<file path="src/sv/adts_pkg.sv">
package adts_pkg;

   localparam int unsigned LEN_W       = 13;
   localparam int unsigned BYTE_W      = 8;
   localparam int unsigned RSP_DATA_W  = 40;

   localparam logic [LEN_W-1:0] MAX_LEN_RESET = 13'd8191;
   localparam logic [LEN_W-1:0] HEADER_LEN    = 13'd7;

   // Positions of header bytes within a frame.
   localparam logic [LEN_W-1:0] POS_PROFILE  = 13'd2;
   localparam logic [LEN_W-1:0] POS_LEN_HIGH = 13'd3;
   localparam logic [LEN_W-1:0] POS_LEN_MID  = 13'd4;
   localparam logic [LEN_W-1:0] POS_LEN_LOW  = 13'd5;
   localparam logic [LEN_W-1:0] POS_HDR_END  = 13'd6;

   typedef enum logic [1:0] {
      ERR_NONE  = 2'd0,
      ERR_LONG  = 2'd1,
      ERR_SHORT = 2'd2
   } frame_err_type;

   // Listed from the highest bit down, so pad sits on top and out_byte at bit 0.
   typedef struct packed {
      logic [2:0]        pad;
      logic              info_valid;
      logic [7:0]        asc_byte1;
      logic [7:0]        asc_byte0;
      logic [2:0]        channel_config;
      logic [3:0]        rate_index;
      logic [2:0]        object_type;
      frame_err_type     frame_error;
      logic [BYTE_W-1:0] out_byte;
   } rsp_data_type;

   typedef struct packed {
      rsp_data_type data;
      logic         first;
      logic         last;
   } rsp_item_type;

endpackage

</file>
<file path="src/sv/adts_frame_splitter_top.sv">
// Channel  | Direction | Ports                      | Content
// req      | in        | req_tvalid/tready/tdata    | tdata[7:0] data_byte
// rsp      | out       | rsp_tvalid/tready/tdata/   | tdata: see port comment,
//          |           | tuser/tlast                | tuser frame_first, tlast frame_last
// csr      | in        | csr_we/csr_wdata           | max_frame_len
//
// One item per clock while rsp is not stalled: every byte is parsed in the cycle it is accepted,
// and its result reaches rsp through the output register.
// A skid register behind the output register keeps req ready for one more item while
// rsp is stalled; req_tready drops only once the skid register holds an item.
// Reset is synchronous and clears the frame position, length, header info and sets
// max_frame_len to 8191.
module adts_frame_splitter_top (
   input  logic                                   clock,
   input  logic                                   reset,
   input  logic                                   req_tvalid,
   output logic                                   req_tready,
   input  logic [adts_pkg::BYTE_W-1:0]            req_tdata,   // [7:0] data_byte
   output logic                                   rsp_tvalid,
   input  logic                                   rsp_tready,
   // [7:0] out_byte, [9:8] frame_error, [12:10] object_type, [16:13] rate_index,
   // [19:17] channel_config, [27:20] asc_byte0, [35:28] asc_byte1, [36] info_valid,
   // [39:37] zero
   output logic [adts_pkg::RSP_DATA_W-1:0]        rsp_tdata,
   output logic                                   rsp_tuser,   // [0] frame_first
   output logic                                   rsp_tlast,
   input  logic                                   csr_we,
   input  logic [adts_pkg::LEN_W-1:0]             csr_wdata
);
   import adts_pkg::*;

   logic [LEN_W-1:0] max_len_ff;
   logic [LEN_W-1:0] byte_index_ff, byte_index_in;
   logic [LEN_W-1:0] frame_len_ff, frame_len_in;
   logic [7:0]       hdr_two_ff, hdr_two_in;
   logic [2:0]       obj_type_ff, obj_type_in;
   logic [3:0]       rate_idx_ff, rate_idx_in;
   logic [2:0]       channels_ff, channels_in;
   logic             seen_ff, seen_in;

   rsp_item_type     out_ff, skid_ff, item_in;
   logic             out_valid_ff, skid_valid_ff;

   logic             accept;
   logic             take;
   logic             last_c;
   frame_err_type    err_c;
   logic [LEN_W:0]   pos_next;

   assign req_tready = !skid_valid_ff;
   assign accept     = req_tvalid && req_tready;
   assign take       = out_valid_ff && rsp_tready;
   assign pos_next   = {1'b0, byte_index_ff} + {{LEN_W{1'b0}}, 1'b1};

   always_comb begin
      hdr_two_in  = hdr_two_ff;
      obj_type_in = obj_type_ff;
      rate_idx_in = rate_idx_ff;
      channels_in = channels_ff;
      seen_in     = seen_ff;
      frame_len_in = frame_len_ff;
      case (byte_index_ff)
         POS_PROFILE: begin
            hdr_two_in = req_tdata;
         end
         POS_LEN_HIGH: begin
            obj_type_in  = {1'b0, hdr_two_ff[7:6]} + 3'd1;
            rate_idx_in  = hdr_two_ff[5:2];
            channels_in  = {hdr_two_ff[0], req_tdata[7:6]};
            seen_in      = 1'b1;
            frame_len_in = {req_tdata[1:0], 11'd0};
         end
         POS_LEN_MID: begin
            frame_len_in = frame_len_ff | {2'd0, req_tdata, 3'd0};
         end
         POS_LEN_LOW: begin
            frame_len_in = frame_len_ff | {10'd0, req_tdata[7:5]};
         end
         default: begin
         end
      endcase

      last_c = 1'b0;
      err_c  = ERR_NONE;
      if (byte_index_ff >= POS_HDR_END) begin
         if (frame_len_ff < HEADER_LEN) begin
            last_c = 1'b1;
            err_c  = ERR_SHORT;
         end else if (pos_next >= {1'b0, frame_len_ff}) begin
            last_c = 1'b1;
            err_c  = (frame_len_ff > max_len_ff) ? ERR_LONG : ERR_NONE;
         end
      end
      byte_index_in = last_c ? '0 : pos_next[LEN_W-1:0];

      item_in.first                = (byte_index_ff == '0);
      item_in.last                 = last_c;
      item_in.data.pad             = '0;
      item_in.data.info_valid      = seen_in;
      item_in.data.asc_byte1       = {rate_idx_in[0], 1'b0, channels_in, 3'd0};
      item_in.data.asc_byte0       = {2'd0, obj_type_in, rate_idx_in[3:1]};
      item_in.data.channel_config  = channels_in;
      item_in.data.rate_index      = rate_idx_in;
      item_in.data.object_type     = obj_type_in;
      item_in.data.frame_error     = err_c;
      item_in.data.out_byte        = req_tdata;
   end

   always_ff @(posedge clock) begin
      if (reset) begin
         max_len_ff    <= MAX_LEN_RESET;
         byte_index_ff <= '0;
         frame_len_ff  <= '0;
         hdr_two_ff    <= '0;
         obj_type_ff   <= '0;
         rate_idx_ff   <= '0;
         channels_ff   <= '0;
         seen_ff       <= 1'b0;
      end else begin
         if (csr_we) begin
            max_len_ff <= csr_wdata;
         end
         if (accept) begin
            byte_index_ff <= byte_index_in;
            frame_len_ff  <= frame_len_in;
            hdr_two_ff    <= hdr_two_in;
            obj_type_ff   <= obj_type_in;
            rate_idx_ff   <= rate_idx_in;
            channels_ff   <= channels_in;
            seen_ff       <= seen_in;
         end
      end
   end

   always_ff @(posedge clock) begin
      if (reset) begin
         out_valid_ff  <= 1'b0;
         skid_valid_ff <= 1'b0;
      end else if (take) begin
         if (skid_valid_ff) begin
            out_ff        <= skid_ff;
            skid_valid_ff <= 1'b0;
         end else begin
            out_ff       <= item_in;
            out_valid_ff <= accept;
         end
      end else if (accept) begin
         if (!out_valid_ff) begin
            out_ff       <= item_in;
            out_valid_ff <= 1'b1;
         end else begin
            skid_ff       <= item_in;
            skid_valid_ff <= 1'b1;
         end
      end
   end

   assign rsp_tvalid = out_valid_ff;
   assign rsp_tdata  = out_ff.data;
   assign rsp_tuser  = out_ff.first;
   assign rsp_tlast  = out_ff.last;

   a_skid_needs_out: assert property (@(posedge clock) disable iff (reset)
      skid_valid_ff |-> out_valid_ff)
      else $error("Skid register holds an item while the output register is empty.");

   a_last_restarts: assert property (@(posedge clock) disable iff (reset)
      accept && last_c |=> byte_index_ff == '0)
      else $error("Frame position did not restart after a last byte.");

   a_error_on_last: assert property (@(posedge clock) disable iff (reset)
      rsp_tvalid && out_ff.data.frame_error != ERR_NONE |-> rsp_tlast)
      else $error("Frame error shown on a byte that does not end a frame.");

   a_header_seen: assert property (@(posedge clock) disable iff (reset)
      accept && byte_index_ff == POS_LEN_HIGH |=> seen_ff)
      else $error("Header info not marked valid after header byte three.");

endmodule
</file>
<file path="config.mk">
export PLATFORM = sky130hd
export DESIGN_NAME = adts_frame_splitter_top
export DESIGN_NICKNAME = d
export VERILOG_FILES = /design/src/sv/adts_pkg.sv /design/src/sv/adts_frame_splitter_top.sv
export SDC_FILE = /design/constraint.sdc
export NUM_CORES = 1
export LEC_CHECK = 0
export BUFFER_PORTS_ARGS = -buffer_cell sky130_fd_sc_hd__buf_2
export CAP_MARGIN = 15
export CORE_MARGIN = 2
export CORE_UTILIZATION = 55
export CTS_CLUSTER_DIAMETER = 80
export DETAILED_ROUTE_END_ITERATION = 10
export PLACE_DENSITY_LB_ADDON = 0.05
export SYNTH_ARGS = -nofsm -noshare
export SYNTH_HDL_FRONTEND = slang
export SYNTH_SLANG_ARGS = --single-unit
</file>
<file path="constraint.sdc">
create_clock -name clock -period 10.9 [get_ports clock]
set_clock_uncertainty 0.15 [all_clocks]
set_input_delay 0.545 -clock clock [delete_from_list [all_inputs] [get_ports clock]]
set_output_delay 0.545 -clock clock [all_outputs]
set_load 0.05 [all_outputs]
</file>
# --- After elaboration in Yosys (flattened, before gate mapping) ---
# Index checks and enable logic that the tools add are counted.
totals:
  reg_bits: 135
  input_bits: 26
  out_inout_bits: 44
  wordCells: 80
op_classes:
  n_addsub: 2
  magnitude_cmp: 4
  eq_ne: 6
  muxes: 20
  bitwise_logic: 4
  n_reduce_logical: 13
ops:
  columns: ["cell", "n"]
  rows:
  - ["two-way mux 42 bit", 3]
  - ["two-way mux 39 bit", 1]
  - ["case mux 13 bit (3 select lines)", 1]
  - ["equality test 13 x 2 -> 1 bit, second input constant", 2]
  - ["equality test 13 x 3 -> 1 bit, second input constant", 2]
  - ["adder 13 x 1 -> 14 bit, second input constant", 1]
  - ["greater-or-equal comparator 14 x 13 -> 1 bit", 1]
  - ["greater-or-equal comparator 13 x 3 -> 1 bit, second input constant", 1]
  - ["> comparator 13 bit", 1]
  - ["zero test 13 bit", 1]
  - ["less-than comparator 13 x 3 -> 1 bit, second input constant", 1]
  - ["two-way mux 13 bit", 1]
  - ["bitwise OR 13 x 11 -> 13 bit", 1]
  - ["bitwise OR 13 x 3 -> 13 bit", 1]
  - ["two-way mux 1 bit", 9]
  - ["AND reduction 2 bit", 4]
  - ["two-way mux 3 bit", 2]
  - ["two-way mux 2 bit", 2]
  - ["two-way mux 4 bit", 1]
  - ["AND reduction 4 bit", 1]
  - ["adder 2 x 1 -> 3 bit, second input constant", 1]
  - ["AND reduction 3 bit", 1]
  - ["nonzero test 3 bit", 1]
  - ["logical AND 1 bit", 2]
  - ["6 further kinds", 7]

# --- Depth between registers and ports, before layout ---
logic_depth:
  depth_word: 8
  depth_mapped: 13
  depth_no_buf: 13

# --- Least setup slack after synthesis ---
# Ideal clock, no wire load.
synth_timing:
  path_kind: "register to register"
  start: "register byte_index_ff[0]"
  end: "register out_ff, in the netlist rsp_tlast (data pin)"
  setup_time_ns: 0.260
  arrival_ns: 3.042
  t_required_ns: 10.490
  slack_ns: 7.448
  stages_incl_launch_ff: 13
  n_path_buf: 0
  synth_period_minus_slack_ns: 3.452
  cell_sequence: "dfxtp_1 ha_1 nand3_1 nor3_1 nand4_1 xnor2_1 ha_1 and3_1 a221oi_1 o21ai_0 nor3b_1 a21boi_0 mux2_2"
synth_rtl:
  columns: ["item", "line_no", "source"]
  rows:
  - ["start, declared", "adts_frame_splitter_top.sv:33", "logic [LEN_W-1:0] byte_index_ff, byte_index_in;"]
  - ["start signal, assigned", "adts_frame_splitter_top.sv:124", "byte_index_ff <= byte_index_in;"]
  - ["end signal, assigned", "adts_frame_splitter_top.sv:141", "out_ff <= skid_ff;"]
  - ["end signal, assigned", "adts_frame_splitter_top.sv:144", "out_ff <= item_in;"]
  - ["end signal, assigned", "adts_frame_splitter_top.sv:149", "out_ff <= item_in;"]
  - ["end, declared", "adts_frame_splitter_top.sv:41", "rsp_item_type out_ff, skid_ff, item_in;"]

==> summary.txt <==
Final #Nets -> 594
Worst Path Max Fanout -> 15
pin count of the biggest net entering global routing -> 33
max-cap viol count -> 0
pre-CTS setup slack -> 6973 ps
hpwl dp -> 6965 um
area of the multi-input gates -> 0.002235 mm^2
synthesis-to-finish area growth -> 9.286%
GRT Residual Overflow -> 0
post-synthesis area per instance -> 10.35 um^2
FFs w/ async S/R, synth -> 0%
sequential power share -> 55.1%
crit path time final -> 3978 ps
chip height -> 100.6 um
drt via density -> 5.504
Seq/Total Area, Yosys -> 49.91%
GP Congestion -> 0.8046
Placed Area -> 0.005381 mm^2
Cell Area, Synth -> 0.005134 mm^2
# IOs -> 70
setup bufs post-CTS -> 0
Critical Path Start Type -> register
H-Tree Depth -> 3
RSZ-0062 raised after global routing -> no
Power Dens Cells -> 138.2 mW/mm^2
fin crit share -> 36.50%
Inserted Clock Buffers -> 9
Clock power frac -> 33.7%
clock sink count -> 105
First DRT Iteration DRCs -> 145
Tot Pwr -> 0.7752 mW
# fillers -> 796
yosys warns -> 0
CP cell instances -> nand3_1, nor2_1, and3_2, and3_1, xor2_1, ha_1, and3_1, a221oi_1, o21ai_0, nor3b_1, a21boi_0, mux2_2
port bufs -> 60
# resized after CTS -> 0
worst path bufs/invs -> 0
initial core utilization -> 56.09%
share of layout cells above drive strength 1 -> 22.14%
Synth Instances -> 496
Routed WL per cell -> 15.12 um
n_diodes -> 0
hold_buf cts -> 0
final setup violation count -> 0
final setup TNS -> 0 ps
IR drop worst, VDD -> 0.07577 mV
Reg area -> 0.002562 mm^2
Clock Latency Late Sink -> 370 ps
worst slew pin tran -> 1088 ps
CORE AREA -> 0.009153 mm^2
WL final -> 9873 um
initial antenna violation count -> 0
Util after Layout -> 61.30%
combinational power share -> 11.2%
clk root buf -> clkbuf_8
post-route setup slack -> 6922 ps
crit-path leading delay family -> simple AND/OR/NAND/NOR gates
P_sw -> 0.2168 mW
Longest Clk Path Bufs -> 2
slew margin rel. -> 27.49%
status -> completed
Yosys cell types -> 52
vias -> 3594
Worst path slowest cell -> dfxtp_1
Worst EP required -> 10890 ps
P_int -> 0.5583 mW
worst hold path type -> in2reg
DRC errors left -> 0
Pre-antenna DRT Iters -> 4
CP endpoint kind -> register
die area -> 0.01012 mm^2
chip width -> 100.6 um
Post-synth EDFFs -> 46
Crit path top cell by count -> and3_1
Reg clk slew, reported paths -> 120 ps
Final Hold Viols -> 0
sw frac -> 27.97%
critical path arrival -> 3970 ps
Yosys reg bits -> 105
first-pass GRT wire length -> 16460 um
GRT Overall Usage -> 20.67%
Setup CP Type -> reg2reg
vias in the first global route -> 3305
Fmax -> 251.4 MHz
post-route ant nets -> 0
slowest stage delay, CP -> 590 ps
Final Instance Area -> 0.005610 mm^2
total leakage power -> 2.368 nW
Slew Viols, Final -> 0
CTS tree -> yes
row cnt -> 35
Synth Flop Type -> dfxtp_1
==> worst paths after layout <==
kind | from | end | slack [ps] | cells past startpoint
setup / recovery | byte_index_ff[2] | rsp_tlast | 6920 | 12
hold reg to reg | channels_ff[0] | channels_ff[0] | 310 | 2
hold / removal | csr_wdata[10] | max_len_ff[10] | 230 | 3
setup reg to reg | byte_index_ff[2] | rsp_tlast | 6920 | 12
==> flip-flops by register name, summed over array words and instances, names as in the netlist, 3 cells and up <==
name           flops
rate_idx_ff        4
max_len_ff        13
byte_index_ff     13
obj_type_ff        3
frame_len_ff      13
rsp_tdata         21
skid_ff           23
hdr_two_ff         7
channels_ff        3
==> final cells by class <==
class	instances	share of cell area [%]
flip-flops and latches	105	45.67
multi-input cells	324	39.83
repair buffers	63	5.754
well taps	111	2.475
inverters	34	2.275
clock buffers	9	2.208
clock inverters	7	1.784
==> worst min-delay path, stage by stage <==
cell      delay [ps]
buf_2             70
nand2_1           40
o211ai_1          60
==> cell usage after synthesis, drive strengths merged (2+ instances only) <==
cell type,instances,share of area [%]
o21ai,15,1.5
a31oi,2,0.24
or4,3,0.51
ha,31,7.6
and3,7,0.88
dfxtp,59,23
edfxtp,46,27
nor2b,2,0.24
nor4,7,1.1
nor2,35,2.6
nand3,22,2.1
xor2,6,1.0
a2111oi,2,0.34
mux2,31,7.2
nand2,47,3.6
a21oi,40,4.0
o211ai,12,1.8
inv,34,2.5
buf,25,3.6
mux2i,8,1.6
a22o,2,0.34
a21boi,2,0.29
a21o,3,0.44
nor3,8,0.78
nor3b,2,0.29
xnor2,6,1.0
nand4,7,0.85
nand2b,2,0.24
nand3b,2,0.29
clkbuf,16,1.2
a211oi,2,0.29
==> metrics by stage <==
step / std cells / hold WS, ps
after floorplan: 504 / 282.9
after global placement: 637 / 289.0
after detailed placement: 637 / 296.9
after CTS: 653 / 221.1
after global routing: 653 / 240.0
final: 653 / 230.9
==> power by group through the flow <==
stage	registers (mW)	logic, mW	clock network [mW]
final	0.427	0.0870	0.261
after global routing	0.429	0.0959	0.279
after CTS	0.427	0.0876	0.267
after detailed placement	0.436	0.0872	0
after global placement	0.436	0.0858	0
after floorplan	0.452	0.0541	0
==> cell families after synthesis <==
group	after synthesis	synth area share [%]
multiplexers	39	8.799
XOR/XNOR	12	2.047
adder cells (fa/ha/maj)	31	7.555
buffers and inverters	75	7.287
flip-flops	105	49.91
AO/OA/AOI/OAI	87	10.33
AND/OR/NAND/NOR	146	13.99
other	1	0.07305
==> placed cells by master, fill, tap and decap left out, types with 3 or more instances in the layout <==
master    instances
nand4_1           7
dfxtp_1          59
mux2_2           25
mux2_4            6
nor3_1            8
nor4_1            6
buf_4             3
o211ai_1         12
nor2_1           33
mux2i_1           8
a21oi_1          38
clkbuf_8          9
xor2_1            6
edfxtp_1         46
and3_1            6
nand2_1          45
inv_1            34
nand3_1          22
buf_2            60
conb_1            9
a21o_1            3
o21ai_0          15
xnor2_1           6
ha_1             31
==> layer usage <==
layer  share of wire, %  vias up  track usage [%]
li1                   -     1810                -
met1                 46     1681            27.77
met2                 48       93            34.10
met3                4.7       10            2.635
met4                1.2        0            8.008
met5                  0        -                0
Power figures use the tool's default switching activity.
